[src/hw/rtl/gbs_pkg.sv]
// ----------------------------------------------------------------------------
// gbs_pkg
// Shared types and constants for the greedy box suppressor.
// ----------------------------------------------------------------------------
package gbs_pkg;

    localparam int EDGE_W   = 16;
    localparam int INDEX_W  = 16;
    localparam int THR_W    = 17;
    localparam int MAXK_W   = 7;
    localparam int TOTAL_W  = 7;
    localparam int SPAN_W   = 17;
    localparam int AREA_W   = 2 * SPAN_W;
    localparam int UNION_W  = AREA_W + 1;
    localparam int PROD_W   = THR_W + UNION_W;
    localparam int FRAC_W   = 16;
    localparam int ADDR_W   = 4;
    localparam int DATA_W   = 32;

    localparam logic [THR_W-1:0]  THR_RESET  = 17'd45875;
    localparam logic [MAXK_W-1:0] MAXK_RESET = 7'd64;

    // register indexes, taken from paddr[3:2]
    localparam logic [1:0] REG_IOU_THRESHOLD    = 2'd0;
    localparam logic [1:0] REG_MAX_KEEP         = 2'd1;
    localparam logic [1:0] REG_INCLUSIVE_COORDS = 2'd2;

    localparam logic signed [EDGE_W+1:0] ONE_PIXEL = 18'sd16;

    typedef logic signed [EDGE_W-1:0] edge_t;

    typedef struct packed {
        edge_t bottom;
        edge_t right;
        edge_t top;
        edge_t left;
    } box_t;

    typedef enum logic [1:0] {
        S_IDLE,
        S_SCAN,
        S_DRAIN,
        S_FINISH
    } gbs_state_t;

    // control from the sequencer to the iou unit
    typedef struct packed {
        logic             en;
        logic             incl;
        logic [THR_W-1:0] thr;
    } cmp_ctrl_t;

    // status back from the iou unit
    typedef struct packed {
        logic busy;
        logic hit;
    } cmp_stat_t;

    // clamped extent from lo to hi, with optional one pixel added
    function automatic logic [SPAN_W-1:0] span(input edge_t lo, input edge_t hi,
                                                input logic incl);
        logic signed [EDGE_W+1:0] d;
        begin
            d = {{2{hi[EDGE_W-1]}}, hi} - {{2{lo[EDGE_W-1]}}, lo}
                + (incl ? ONE_PIXEL : 18'sd0);
            span = (d > 18'sd0) ? d[SPAN_W-1:0] : '0;
        end
    endfunction

endpackage

[src/hw/rtl/gbs_iou.sv]
// ----------------------------------------------------------------------------
// gbs_iou
// Pipelined overlap test: inter*65536 >= thr*union, four stages.
// ----------------------------------------------------------------------------
module gbs_iou (
    input  logic              clk,
    input  logic              rst_n,
    input  gbs_pkg::cmp_ctrl_t ctrl,
    input  gbs_pkg::box_t     kept_box,
    input  gbs_pkg::box_t     cand_box,
    output gbs_pkg::cmp_stat_t stat
);
    import gbs_pkg::*;

    logic              s1_en_reg, s2_en_reg, s3_en_reg, s4_hit_reg, s4_en_reg;
    logic [SPAN_W-1:0] wa_reg, ha_reg, wb_reg, hb_reg, wi_reg, hi_reg;
    logic [AREA_W-1:0] area_a_reg, area_b_reg, inter2_reg, inter3_reg;
    logic [UNION_W-1:0] uni_reg;
    logic [THR_W-1:0]  thr1_reg, thr2_reg, thr3_reg;
    edge_t             il, it, ir, ib;
    logic [PROD_W-1:0] rhs, lhs;

    always_comb
    begin
        il = (kept_box.left   > cand_box.left)   ? kept_box.left   : cand_box.left;
        it = (kept_box.top    > cand_box.top)    ? kept_box.top    : cand_box.top;
        ir = (kept_box.right  < cand_box.right)  ? kept_box.right  : cand_box.right;
        ib = (kept_box.bottom < cand_box.bottom) ? kept_box.bottom : cand_box.bottom;
        rhs = thr3_reg * uni_reg;
        lhs = {{(PROD_W-AREA_W-FRAC_W){1'b0}}, inter3_reg, {FRAC_W{1'b0}}};
    end

    always_ff @(posedge clk or negedge rst_n)
    begin
        if (!rst_n)
        begin
            s1_en_reg  <= 1'b0;
            s2_en_reg  <= 1'b0;
            s3_en_reg  <= 1'b0;
            s4_en_reg  <= 1'b0;
            s4_hit_reg <= 1'b0;
        end
        else
        begin
            s1_en_reg  <= ctrl.en;
            s2_en_reg  <= s1_en_reg;
            s3_en_reg  <= s2_en_reg;
            s4_en_reg  <= s3_en_reg;
            // zero union never suppresses
            s4_hit_reg <= s3_en_reg && (uni_reg != '0) && (lhs >= rhs);
        end
    end

    always_ff @(posedge clk)
    begin
        wa_reg     <= span(kept_box.left, kept_box.right,  ctrl.incl);
        ha_reg     <= span(kept_box.top,  kept_box.bottom, ctrl.incl);
        wb_reg     <= span(cand_box.left, cand_box.right,  ctrl.incl);
        hb_reg     <= span(cand_box.top,  cand_box.bottom, ctrl.incl);
        wi_reg     <= span(il, ir, ctrl.incl);
        hi_reg     <= span(it, ib, ctrl.incl);
        thr1_reg   <= ctrl.thr;
        area_a_reg <= wa_reg * ha_reg;
        area_b_reg <= wb_reg * hb_reg;
        inter2_reg <= wi_reg * hi_reg;
        thr2_reg   <= thr1_reg;
        uni_reg    <= {1'b0, area_a_reg} + {1'b0, area_b_reg} - {1'b0, inter2_reg};
        inter3_reg <= inter2_reg;
        thr3_reg   <= thr2_reg;
    end

    assign stat.busy = s1_en_reg | s2_en_reg | s3_en_reg | s4_en_reg;
    assign stat.hit  = s4_hit_reg;
endmodule

[config.mk]
export PLATFORM = sky130hd
export DESIGN_NAME = gbs_iou
export DESIGN_NICKNAME = d
export VERILOG_FILES = /design/src/hw/rtl/gbs_pkg.sv /design/src/hw/rtl/gbs_iou.sv
export SDC_FILE = /design/constraint.sdc
export NUM_CORES = 2
export LEC_CHECK = 0
export BUFFER_PORTS_ARGS = -buffer_cell sky130_fd_sc_hd__buf_2
export CELL_PAD_IN_SITES_DETAIL_PLACEMENT = 2
export CELL_PAD_IN_SITES_GLOBAL_PLACEMENT = 2
export CORE_UTILIZATION = 45
export CTS_CLUSTER_DIAMETER = 40
export DETAILED_ROUTE_END_ITERATION = 12
export HOLD_SLACK_MARGIN = 0.06
export PLACE_DENSITY = 0.89
export SLEW_MARGIN = 0
export SYNTH_ARGS = -nofsm -noshare
export SYNTH_HDL_FRONTEND = slang
export SYNTH_SLANG_ARGS = --single-unit
[constraint.sdc]
create_clock -name clk -period 16.8 [get_ports clk]
set_input_delay 0.84 -clock clk [delete_from_list [all_inputs] [get_ports clk]]
set_output_delay 0.84 -clock clk [all_outputs]
set_load 0.02 [all_outputs]
==> flow_metrics.tcl <==
set metrics [dict create \
    status "finished with violations" \
    violations "capacitance limit, slew limit" \
    synthFlopType "dfxtp_1" \
    die_area_um2 149000 \
    final_hold_viol_count 0 \
    cp-end-kind "register" \
    setup_viol 0 \
    slew_headroom -0.837 \
    cts_buffers 70 \
    r2r_cells 28 \
    crit_top_cell "fa_1" \
    setup_tns_ps 0 \
    synthMuxAreaShare 0.0101 \
    multiInputGateArea_um2 52400 \
    clk_pin_slew_ps 70 \
    ys_seq_area_frac 0.0996 \
    cp_max_fo 18 \
    synth_top_area_cell "fa_1" \
    antenna_found_initial 30 \
    synth_nets 9737 \
    initial_core_util 0.455 \
    clk_path_buf_depth 3 \
    critPathSlowestCell "xor2_1" \
    synthXorXnorAreaFrac 0.0338 \
    crit_path_start_kind "register" \
    vias_per_cell 7.22 \
    place.gp.congestion 0.895 \
    clkSinkCount 329 \
    synth_seq_cells 329 \
    port_buffers 150 \
    synth_top_family_by_area "adder cells" \
    synth-compound-area-share 0.0802 \
    synth.avg_cell_area_um2 8.65 \
    crit_arrival_ps 14890 \
    seq_area_um2 6610 \
    firstDrtPassIters 11 \
    ant_nets 0 \
    nNetsFinal 9731 \
    synth_cells 7679 \
    syn-cell-area_um2 66400 \
    io_pins 151 \
    drt_iter0_drc 10644 \
    grtUsageTotal 0.481 \
    die_w_um 386 \
    fin_crit_ps 14260 \
    largest_reg_flops 35 \
    ys_types 105 \
    die_h_um 386 \
    drv_cap 15 \
    wirelength_um 441000 \
    hp-class "in -> reg" \
    vias 70264 \
    drc 0 \
    grt_setup_unrepaired "no" \
    path_class "reg -> reg" \
    finalMaxSlewViolations 76 \
    htreeDepth 3 \
    critPathMaxStageDelay_ps 1470 \
    fillers 15830 \
    drive_gt1_frac 0.0569 \
    wl_per_cell_um 45.3 \
    overflow 0 \
    yosysWarnings 0 \
    core-area_um2 146000 \
    grt_max_degree 36 \
    clkLatencyLatePin_ps 790 \
    synth_simple_gate_area_frac 0.169 \
    clockRootBuffer "clkbuf_16" \
    area_delta_synth_final_pct 7.87 \
    fin_util 0.490 \
    async_flop_share 0.0152 \
    tightestPinTransition_ps 2730 \
    min_period_over_period 0.849 \
    max_freq_mhz 70.1 \
    hold_depth 1 \
    synth-adder-area-share 0.496 \
    skew_ps 68.6 \
    synth_edf_count 0 \
    required_ps 17430 \
    cts_tree "built" \
    grt_pass1_vias 74152 \
    placementRows 140 \
    synth_area_leaders "fa_1 (36%), ha_1 (13%), dfxtp_1 (9.8%), inv_1 (9.5%), nand2_1 (6.5%)" \
    synth.top_cell.area_share 0.364 \
    grt_pass1_wl_um 518000 \
    dp_hpwl_um 235000 \
]
## through the flow
step	hold WS (ps)	setup slack [ps]	std cells	area (um^2)
global placement	312	6630	9517	68900
global route	196	1700	9696	71500
floorplan	310	8460	7679	66400
finish	174	2540	9733	71600
detailed placement	315	5740	9517	68900
CTS	213	5280	9648	71400
## Yosys cell counts, drive strengths merged (17+ instances only)
cell    number
fa        1207
nor3        90
or3         32
a31oi       33
o21ai      124
mux2i       32
o21a        50
inv       1674
o31ai       17
nor2       239
nand2b      40
dfxtp      324
a211oi      27
nand4       49
xor2        86
nand2     1155
nor2b       51
nand3       81
xnor2      170
mux2        31
o21bai      25
a21oi      239
a21o       136
nor4        25
and2       479
o211ai      22
and3        27
ha         702
clkbuf     291
## worst max-delay path, delay by kind of cell (launching register included)
family | cells | cell delay, ps
buffers and inverters | 3 | 340
AO/OA/AOI/OAI | 9 | 3610
adder cells (fa/ha/maj) | 8 | 4400
flip-flops | 1 | 940
XOR/XNOR | 1 | 1470
AND/OR/NAND/NOR | 7 | 3320
## logic make-up after synthesis
family / after synthesis
xor+xnor: 256
mux: 63
buf+inv: 1971
compound gates: 801
fa+ha+maj: 1909
flops: 329
simple gates: 2350
## final cells by class
| type | count | share of cell area |
|---|---|---|
| Multi-Input combinational cell | 5379 | 0.731 |
| Sequential cell | 329 | 0.0923 |
| Inverter | 1674 | 0.0877 |
| Tap cell | 1917 | 0.0335 |
| Clock buffer | 77 | 0.0258 |
| Timing Repair Buffer | 219 | 0.0177 |
| Clock inverter | 53 | 0.00854 |
| Antenna cell | 85 | 0.00297 |
## repair_timing
item	in CTS	in global routing
buffers inserted	0	0
endpoints found under the hold margin	5	0
resized for setup	0	0
setup endpoints to repair	0	0
hold buffers	1	0
## cells in the final DEF, fill, tap and decap left out, types with 51 or more instances in the layout
cell type / netlist / routed
a21o_1: 135 / 135
a21oi_1: 238 / 237
and2_1: 478 / 478
buf_2: 4 / 150
buf_4: 1 / 68
clkbuf_16: 0 / 71
dfxtp_1: 324 / 324
diode_2: 0 / 85
fa_1: 1207 / 1207
ha_1: 702 / 702
inv_1: 1674 / 1674
nand2_1: 1155 / 1155
nand3_1: 81 / 81
nor2_1: 237 / 237
nor2b_1: 51 / 51
nor3_1: 88 / 88
o21ai_0: 117 / 117
xnor2_1: 170 / 169
xor2_1: 86 / 86
## path summary, 6_finish.rpt
kind	slack [ps]	startpoint	endpoint
worst max-delay path	2540	uni_reg[16]	s4_hit_reg
worst min-delay path	170	ctrl[10]	thr1_reg[10]
worst max register to register	2540	uni_reg[16]	s4_hit_reg
worst min register to register	320	thr1_reg[2]	thr2_reg[2]
max in group asynchronous	15770	rst_n	s4_hit_reg
min in group asynchronous	650	rst_n	s4_en_reg
## per-layer routing
metal / vias to the layer above / track usage / routed length [um]
li1: 23658 / - / -
met1: 34119 / 0.479 / 129000
met4: 84 / 0.457 / 64300
met2: 7813 / 0.795 / 183000
met3: 4590 / 0.149 / 62100
met5: - / 0 / 2420
Power is left out: the tool's default activity adds up to more than one toggle a clock period on the data nets, which glitch-free logic cannot reach.
