## src/hw/rtl/gbs_pkg.sv

```systemverilog
// ----------------------------------------------------------------------------
// gbs_pkg
// Shared types and constants for the greedy box suppressor.
// ----------------------------------------------------------------------------
package gbs_pkg;

    localparam int EDGE_W   = 16;
    localparam int INDEX_W  = 16;
    localparam int THR_W    = 17;
    localparam int MAXK_W   = 7;
    localparam int TOTAL_W  = 7;
    localparam int SPAN_W   = 17;
    localparam int AREA_W   = 2 * SPAN_W;
    localparam int UNION_W  = AREA_W + 1;
    localparam int PROD_W   = THR_W + UNION_W;
    localparam int FRAC_W   = 16;
    localparam int ADDR_W   = 4;
    localparam int DATA_W   = 32;

    localparam logic [THR_W-1:0]  THR_RESET  = 17'd45875;
    localparam logic [MAXK_W-1:0] MAXK_RESET = 7'd64;

    // register indexes, taken from paddr[3:2]
    localparam logic [1:0] REG_IOU_THRESHOLD    = 2'd0;
    localparam logic [1:0] REG_MAX_KEEP         = 2'd1;
    localparam logic [1:0] REG_INCLUSIVE_COORDS = 2'd2;

    localparam logic signed [EDGE_W+1:0] ONE_PIXEL = 18'sd16;

    typedef logic signed [EDGE_W-1:0] edge_t;

    typedef struct packed {
        edge_t bottom;
        edge_t right;
        edge_t top;
        edge_t left;
    } box_t;

    typedef enum logic [1:0] {
        S_IDLE,
        S_SCAN,
        S_DRAIN,
        S_FINISH
    } gbs_state_t;

    // control from the sequencer to the iou unit
    typedef struct packed {
        logic             en;
        logic             incl;
        logic [THR_W-1:0] thr;
    } cmp_ctrl_t;

    // status back from the iou unit
    typedef struct packed {
        logic busy;
        logic hit;
    } cmp_stat_t;

    // clamped extent from lo to hi, with optional one pixel added
    function automatic logic [SPAN_W-1:0] span(input edge_t lo, input edge_t hi,
                                                input logic incl);
        logic signed [EDGE_W+1:0] d;
        begin
            d = {{2{hi[EDGE_W-1]}}, hi} - {{2{lo[EDGE_W-1]}}, lo}
                + (incl ? ONE_PIXEL : 18'sd0);
            span = (d > 18'sd0) ? d[SPAN_W-1:0] : '0;
        end
    endfunction

endpackage

```

## src/hw/rtl/gbs_cell.sv

```systemverilog
// ----------------------------------------------------------------------------
// gbs_cell
// One slot of the rotating kept-box ring.
// ----------------------------------------------------------------------------
module gbs_cell (
    input  logic          clk,
    input  logic          shift,
    input  logic          wr_en,
    input  gbs_pkg::box_t wr_box,
    input  gbs_pkg::box_t nb_box,
    output gbs_pkg::box_t box
);
    import gbs_pkg::*;

    box_t box_reg;

    always_ff @(posedge clk)
    begin
        if (wr_en)
        begin
            box_reg <= wr_box;
        end
        else if (shift)
        begin
            box_reg <= nb_box;
        end
    end

    assign box = box_reg;
endmodule

```

## config.mk

```make
export PLATFORM = sky130hd
export DESIGN_NAME = gbs_cell
export DESIGN_NICKNAME = d
export VERILOG_FILES = /design/src/hw/rtl/gbs_pkg.sv /design/src/hw/rtl/gbs_cell.sv
export SDC_FILE = /design/constraint.sdc
export NUM_CORES = 1
export LEC_CHECK = 0
export ABC_AREA = 1
export BUFFER_PORTS_ARGS = -buffer_cell sky130_fd_sc_hd__buf_2
export CAP_MARGIN = 20
export CORE_UTILIZATION = 37
export CTS_CLUSTER_SIZE = 10
export DETAILED_ROUTE_END_ITERATION = 16
export PLACE_DENSITY = 0.82
export SLEW_MARGIN = 20
export SYNTH_ARGS = -nofsm -noshare
export SYNTH_HDL_FRONTEND = slang
export SYNTH_SLANG_ARGS = --single-unit
```

## constraint.sdc

```tcl
create_clock -name clk -period 1.7 [get_ports clk]
set_clock_uncertainty 0.05 [all_clocks]
set_input_delay 0.255 -clock clk [delete_from_list [all_inputs] [get_ports clk]]
set_output_delay 0.255 -clock clk [all_outputs]
set_load 0.01 [all_outputs]
```

==> flow_metrics.env, run 1 <==
export IMPL_die_area_mm2=0.00780
export IMPL_cts_inserted_buffers=9
export IMPL_gr_usage_all_layers=0.179
export IMPL_htreeDepth=3
export IMPL_dp_final_hpwl_um=4970
export IMPL_start_util=0.382
export IMPL_worstHoldPathCells=3
export IMPL_drive_gt1_frac=0.450
export IMPL_finalMaxSlewViolations=0
export IMPL_slowest_stage="inv_2"
export IMPL_hold_path_class="input pin to flip-flop"
export IMPL_hold_buffers=0
export IMPL_cts_tree="yes"
export IMPL_critPathArrivalTime_ns=1.45
export IMPL_ys_seq_area_frac=0.698
export IMPL_ys_ff_latch=64
export IMPL_syn_nets=402
export IMPL_outcome="finished clean"
export IMPL_final_area_mm2=0.00393
export IMPL_slowest_delay_ns=0.76
export IMPL_power_total_mw=3.64
export IMPL_post_synth_num_cell_types=6
export IMPL_crit_top_cell="nand2_1"
export IMPL_maxCapViolCount=0
export IMPL_path_cells="buf_2 > inv_2 > nand2_1 > nand2_1"
export IMPL_cp_max_fo=64
export IMPL_ant_nets=0
export IMPL_place_ws_ns=0.00787
export IMPL_min_to="box[22]"
export IMPL_netlist_top_cells_area="edfxtp_1, nand2_1, buf_6, buf_2, or2_2"
export IMPL_syn_inst=271
export IMPL_drt_iter0_drc=76
export IMPL_antenna_found_initial=0
export IMPL_routed_wl_um=6920
export IMPL_p_per_area_mw_per_mm2=928
export IMPL_setup_viol=0
export IMPL_drc_errors=0
export IMPL_portBuffers=194
export IMPL_ys_warn_count=0
export IMPL_routed_via_density=4.33
export IMPL_diodes=0
export IMPL_post_route_period_util=0.766
export IMPL_netlist_area_leader_share=0.698
export IMPL_cp_data_required_time_ns=1.85
export IMPL_synth_top_area_cell="edfxtp_1"
export IMPL_area_delta_synth_final_pct=42.5
export IMPL_grt_pass1_wl_um=10300
export IMPL_end_kind="flip-flop"
export IMPL_rows=31
export IMPL_fin_setup_tns_ns=0
export IMPL_place_congestion=0.790
export IMPL_tightestPinTransition_ns=1.02
export IMPL_post_route_min_period_ns=1.30
export IMPL_placedInstanceArea_mm2=0.00377
export IMPL_largest_register_ffs=64
export IMPL_die_x_um=88.3
export IMPL_overflow=0
export IMPL_dr_pass1_iters=6
export IMPL_synth_area_mm2=0.00276
export IMPL_fmax_mhz=768
export IMPL_wl_per_cell_um=12.2
export IMPL_leakage_nw=2.10
export IMPL_path_class="input pin to flip-flop"
export IMPL_die_h_um=88.3
export IMPL_stdcell_count=568
export IMPL_clockBufferDepth=2
export IMPL_hold_viol_final=0
export IMPL_clk_transition_reported_paths_ns=0.07
export IMPL_cts_root_buf="clkbuf_8"
export IMPL_ctsResizeCount=0
export IMPL_worstHoldStart="nb_box[22]"
export IMPL_cts_setup_buffers=0
export IMPL_final_nets=596
export IMPL_grt_pass1_vias=2329
export IMPL_fin_ws_ns=0.398
export IMPL_fp_coreArea_mm2=0.00721
export IMPL_rsz0062_at_grt="false"
export IMPL_critPathLaunchType="input pin"
export IMPL_dp_cells=553
export IMPL_dr_total_vias=2460
export IMPL_clock_sinks=64
export IMPL_slew_headroom=0.317
export IMPL_syn_area_per_cell_um2=10.2
export IMPL_ios=195
export IMPL_grt_max_degree=65
export IMPL_peakVddDrop_v=0.000506
[cell usage in the layout (no fill, tap or decap)]
master and count:
clkinv_2 4, buf_4 1, buf_2 194, clkbuf_8 9
edfxtp_1 64, buf_12 1, nand2_1 192, clkinv_1 2
or2_2 1, inv_2 1
[critical path: cells and delay by family]
kind	cells	cell delay [ns]
buffers and inverters	2	0.94
AND/OR/NAND/NOR	2	0.24
[worst max path at each step]
| stage | startpoint | to |
|---|---|---|
| finish | wr_en | box[10] |
| detailed placement | wr_en | box[10] |
| floorplan | wr_en | box[0] |
| global placement | wr_en | box[31] |
| CTS | wr_en | box[10] |
| global route | wr_en | box[16] |
[layer usage]
layer / up-vias / part of all wire / GRT usage
met2: 111 / 0.53 / 0.336
met3: 12 / 0.080 / 0.0541
met4: 0 / 0.020 / 0.0894
met1: 1083 / 0.37 / 0.178
met5: - / 0 / 0
li1: 1254 / - / -
[cell families after synthesis]
logic type | Yosys count | share of synthesized area
buf+inv | 14 | 0.0386
flops | 64 | 0.698
simple gates | 193 | 0.264
[through the flow]
step	hold WS [ns]	utilization
3_5_place_dp	0.470	0.523
2_1_floorplan	0.384	-
3_3_place_gp	0.467	0.523
5_1_grt	0.128	0.544
6_report	0.131	0.544
4_1_cts	0.112	0.544
[cells in the mapped netlist, drive strengths merged]
| cell | number |
|---|---|
| edfxtp | 64 |
| or2 | 1 |
| nand2 | 192 |
| inv | 1 |
| buf | 13 |
[area by class of cell]
| class | count | area, um2 |
|---|---|---|
| clock buffer | 9 | 124 |
| fill | 696 | 3290 |
| multi-input combinational | 193 | 727 |
| clock inverter | 6 | 27.5 |
| timing repair buffer | 196 | 998 |
| inverter | 1 | 3.75 |
| sequential | 64 | 1920 |
| tap | 99 | 124 |
[where the power goes]
part / switching, mW / leakage (nW) / internal (mW) / total [mW]
clock: 0.551 / 0.0835 / 0.500 / 1.05
combinational: 0.339 / 1.35 / 0.275 / 0.614
sequential: 0.0428 / 0.659 / 1.94 / 1.98
total: 0.933 / 2.10 / 2.71 / 3.64
Note: power is estimated with default switching activity, not from simulation.
==> run 2: changes to the inputs <==
- ABC_AREA: 1 -> 0
- CORE_UTILIZATION: 37 -> 42
- PLACE_DENSITY: 0.82 -> 0.87
- clock period: 1.7 -> 1.31 ns (I/O delays scaled with it)
==> run 2 against run 1 <==
  * Routed wire length shrank 3.6%
  * Flip-flop and latch count is the same
  * Combinational power grew 49%
  * Global-route usage grew 0.43 points
  * Worst hold slack lost 0.013 ns
  * First-iteration DRC count shrank 46%
  * Critical endpoint is now box[32]
  * Largest power group unchanged
==> flow_metrics.env, run 2 <==
export IMPL_drc_errors=0
export IMPL_final_cell_mix="buf_2, edfxtp_1, mux2_4, mux2_2, clkbuf_8"
export IMPL_slew_headroom=0.851
export IMPL_hold_viol_final=0
export IMPL_synth_ff_type="edfxtp_1"
export IMPL_finalMaxSlewViolations=0
export IMPL_cp_data_required_time_ns=1.06
export IMPL_dr_total_vias=1976
export IMPL_die_h_um=85.2
export IMPL_slowest_stage="edfxtp_1"
export IMPL_ios=195
export IMPL_largest_register_ffs=64
export IMPL_met3_usage=0.0447
export IMPL_final_nets=472
export IMPL_hold_buffers=0
export IMPL_cts_root_buf="clkbuf_8"
export IMPL_outcome="finished clean"
export IMPL_slowest_delay_ns=0.42
export IMPL_rsz0062_at_grt="false"
export IMPL_yosysMostFrequentCell="edfxtp_1"
export IMPL_synthArstFlopShare=0
export IMPL_tightestPinTransition_ns=0.224
export IMPL_post_route_min_period_ns=1.15
export IMPL_diodes=0
export IMPL_ys_seq_area_frac=0.661
export IMPL_fp_coreArea_mm2=0.00649
export IMPL_peakVddDrop_v=0.000540
export IMPL_worstHoldPathCells=2
export IMPL_p_per_area_mw_per_mm2=1300
export IMPL_path_class="flip-flop to primary output"
export IMPL_synth_edff_count=64
export IMPL_synth_top_area_cell="edfxtp_1"
export IMPL_htreeDepth=3
export IMPL_antenna_found_initial=0
export IMPL_stdcell_count=423
export IMPL_cp_max_fo=1
export IMPL_rows=29
export IMPL_power_total_mw=5.51
export IMPL_cts_setup_buffers=0
export IMPL_cp_num_buf_inv=1
export IMPL_dr_pass1_iters=4
export IMPL_path_cells="buf_2"
export IMPL_post_route_period_util=0.876
export IMPL_synth_top_cells_by_count="edfxtp_1, mux2_4, mux2_2"
export IMPL_hold_path_class="input pin to flip-flop"
export IMPL_clockBufferDepth=2
export IMPL_routed_via_density=4.67
export IMPL_overflow=0
export IMPL_syn_nets=267
export IMPL_routed_wl_um=6670
export IMPL_die_x_um=85.2
export IMPL_clock_sinks=64
export IMPL_path_delay_family="flip-flops"
export IMPL_area_delta_synth_final_pct=46.3
export IMPL_drt_iter0_drc=41
export IMPL_die_area_mm2=0.00725
export IMPL_maxCapViolCount=0
export IMPL_syn_area_per_cell_um2=21.4
export IMPL_met2_usage=0.350
export IMPL_gr_usage_all_layers=0.184
export IMPL_ys_ff_latch=64
export IMPL_grt_busiest_layer="met2"
export IMPL_ys_warn_count=0
export IMPL_syn_inst=136
export IMPL_setup_viol=0
export IMPL_start_util=0.447
export IMPL_dp_cells=407
export IMPL_end_kind="primary output"
export IMPL_fmax_mhz=872
export IMPL_post_synth_num_cell_types=6
export IMPL_grtUsageMet1=0.187
export IMPL_synth_area_mm2=0.00291
export IMPL_grt_pass1_wl_um=10000
export IMPL_layout_commonest_cell="buf_2"
export IMPL_worstHoldStart="nb_box[33]"
export IMPL_wl_per_cell_um=15.8
export IMPL_ctsResizeCount=0
export IMPL_ant_nets=0
export IMPL_netlist_area_leader_share=0.661
export IMPL_min_to="box[33]"
export IMPL_cts_tree="yes"
export IMPL_grt_max_degree=41
export IMPL_portBuffers=194
export IMPL_place_congestion=0.855
export IMPL_critPathLaunchType="flip-flop"
export IMPL_cts_inserted_buffers=9
export IMPL_netlist_top_cells_area="edfxtp_1, mux2_4, mux2_2, buf_6, or2_1"
export IMPL_drive_gt1_frac=0.812
export IMPL_leakage_nw=2.05
export IMPL_critPathArrivalTime_ns=0.90
export IMPL_grt_pass1_vias=2066
export IMPL_clk_transition_reported_paths_ns=0.08
-- run 2: worst max path at each step --
stage | start | to | slack, ns | cells after the start
5_1_grt | box[32] | box[32] | 0.14 | 1
3_5_place_dp | wr_en | box[47] | 0.08 | 3
4_1_cts | box[32] | box[32] | 0.15 | 1
2_1_floorplan | wr_en | box[0] | -0.10 | 3
6_report | box[32] | box[32] | 0.16 | 1
3_3_place_gp | wr_en | box[12] | 0.10 | 3
-- run 2: layer usage --
metal  up-vias  routed length [um]
li1        944                   -
met1       895                2320
met2       126                3720
met3        11                 515
met4         0                 117
met5         -                   0
-- run 2: final cells by class --
class / count / area (um2)
Clock inverter: 7 / 120
Sequential cell: 64 / 1920
Fill cell: 462 / 2240
Tap cell: 77 / 96.3
Timing Repair Buffer: 201 / 1080
Multi-Input combinational cell: 65 / 913
Clock buffer: 9 / 124
-- run 2: cell families (layout without fill, tap and decap cells) --
group / count (synthesis) / in the layout / synth area share
buf+inv: 7 / 217 / 0.0250
flops: 64 / 64 / 0.661
mux: 64 / 64 / 0.311
simple gates: 1 / 1 / 0.00215
-- run 2: through the flow --
stage               hold slack (ns)  utilization  worst slack, ns  setup TNS, ns  instance area (um2)
floorplan                     0.364            -           -0.102          -6.56                 2930
global placement              0.446        0.617            0.101              0                 4010
detailed placement            0.450        0.617           0.0797              0                 4010
CTS                           0.103        0.655            0.152              0                 4250
global route                 0.0990        0.655            0.135              0                 4250
finish                        0.118        0.655            0.163              0                 4250
-- run 2: where the power goes --
group	leakage [nW]	internal [mW]	switching (mW)
Sequential	0.652	2.51	0.0511
Combinational	1.28	0.518	0.396
Clock	0.121	1.27	0.767
==> run 3: changes to the inputs <==
- CORE_ASPECT_RATIO: default -> 1.4
==> run 3 against run 2 <==
  * Highest routed layer unchanged
  * Critical path depth is the same
  * Non-clock buffer count increased by 2
  * Global-route usage rose by 0.77 points
  * Sequential power is essentially flat
  * Design area down 0.21%
  * Sequential share of layout area rose by 0.093 points
  * Utilization shrank 1.3 points
  * Maximum frequency down 0.54%
  * Clock power fell by 13%
  * Worst hold slack got worse by 0.0082 ns
  * Count of clock-buffer cells in the layout grew 2
==> flow_metrics.env, run 3 (same netlist as run 2, synthesis figures left out) <==
export IMPL_cts_inserted_buffers=9
export IMPL_clk_transition_reported_paths_ns=0.07
export IMPL_cts_root_buf="clkbuf_8"
export IMPL_tightestPinTransition_ns=0.192
export IMPL_final_cell_mix="buf_2, edfxtp_1, mux2_4, mux2_2, clkbuf_8"
export IMPL_swShare=0.222
export IMPL_final_nets=474
export IMPL_die_area_mm2=0.00726
export IMPL_end_kind="primary output"
export IMPL_fp_coreArea_mm2=0.00661
export IMPL_p_per_area_mw_per_mm2=1240
export IMPL_cp_data_required_time_ns=1.06
export IMPL_cts_tree="yes"
export IMPL_overflow=0
export IMPL_final_area_mm2=0.00424
export IMPL_clkPwrFrac=0.335
export IMPL_drive_gt1_frac=0.810
export IMPL_peakVddDrop_v=0.000730
export IMPL_die_x_um=72.3
export IMPL_dp_final_hpwl_um=5470
export IMPL_dr_pass1_iters=4
export IMPL_rows=35
export IMPL_post_route_min_period_ns=1.15
export IMPL_portBuffers=194
export IMPL_cp_max_fo=1
export IMPL_ant_nets=0
export IMPL_p_comb_frac=0.176
export IMPL_drc_errors=0
export IMPL_ctsResizeCount=0
export IMPL_slew_headroom=0.872
export IMPL_grt_pass1_vias=2044
export IMPL_ios=195
export IMPL_hold_path_class="input pin to flip-flop"
export IMPL_clock_sinks=64
export IMPL_fmax_mhz=867
export IMPL_cp_num_buf_inv=1
export IMPL_power_frac_seq=0.488
export IMPL_wl_per_cell_um=15.6
export IMPL_gr_usage_all_layers=0.191
export IMPL_routed_wl_um=6830
export IMPL_start_util=0.439
export IMPL_critPathArrivalTime_ns=0.91
export IMPL_maxCapViolCount=0
export IMPL_hold_viol_final=0
export IMPL_slowest_delay_ns=0.41
export IMPL_grt_pass1_wl_um=10100
export IMPL_place_ws_ns=0.0276
export IMPL_leakage_nw=2.05
export IMPL_outcome="finished clean"
export IMPL_placedInstanceArea_mm2=0.00404
export IMPL_setup_viol=0
export IMPL_path_delay_family="flip-flops"
export IMPL_routed_via_density=4.50
export IMPL_path_cells="buf_2"
export IMPL_fillerInstances=479
export IMPL_slowest_stage="edfxtp_1"
export IMPL_hold_buffers=0
export IMPL_dr_total_vias=1977
export IMPL_layout_commonest_cell="buf_2"
export IMPL_grt_max_degree=31
export IMPL_post_route_util=0.642
export IMPL_area_delta_synth_final_pct=46.0
export IMPL_fin_ws_ns=0.157
export IMPL_finalMaxSlewViolations=0
export IMPL_post_route_period_util=0.880
export IMPL_drt_iter0_drc=109
export IMPL_path_class="flip-flop to primary output"
export IMPL_antenna_found_initial=0
export IMPL_diodes=0
export IMPL_die_h_um=100
export IMPL_fin_setup_tns_ns=0
export IMPL_clockBufferDepth=2
export IMPL_htreeDepth=3
export IMPL_power_internal_mw=4.09
export IMPL_place_congestion=0.777
export IMPL_rsz0062_at_grt="false"
export IMPL_largest_register_ffs=64
export IMPL_cts_setup_buffers=0
export IMPL_switchingPower_mw=1.17
export IMPL_critPathLaunchType="flip-flop"
==> run 3: cell count changes in the layout (fill, tap and decap cells not counted), sizes merged <==
cell / delta
clkinv: -2
clkbuf: +2
bufinv: -1
buf: +2
==> run 3: final timing paths <==
check | from | end | depth (start not counted)
worst max-delay path | box[10] | box[10] | 1
worst min-delay path | nb_box[22] | box[22] | 2
==> run 3: routing by layer <==
metal  wire [um]  vias up  track usage
li1            -      949            -
met1        2380      918        0.189
met2        3930       96        0.356
met3         357       14       0.0552
met4         165        0       0.0950
met5           0        -            0
==> run 3: cell type report <==
cell class | instances | area [um2] | area share
clock inverters | 4 | 70.1 | 0.0165
repair buffers | 203 | 1090 | 0.257
multi-input cells | 65 | 913 | 0.215
well taps | 92 | 115 | 0.0271
flip-flops and latches | 64 | 1920 | 0.453
clock buffers | 11 | 131 | 0.0310
==> run 3: through the flow <==
stage	cells	total power [mW]	hold slack (ns)
after detailed placement	424	3.55	0.450
after floorplan	136	3.07	0.364
after global routing	439	5.45	0.0896
after global placement	424	3.52	0.447
after CTS	439	5.30	0.0964
final	439	5.26	0.110
==> run 3: power by group through the flow <==
stage                     sequential (mW)  clock, mW  combinational [mW]
final                                2.57       1.76               0.928
after global routing                 2.59       1.87               0.989
after CTS                            2.57       1.79               0.941
after detailed placement             2.62          0               0.937
after global placement               2.61          0               0.912
after floorplan                      2.74          0               0.328
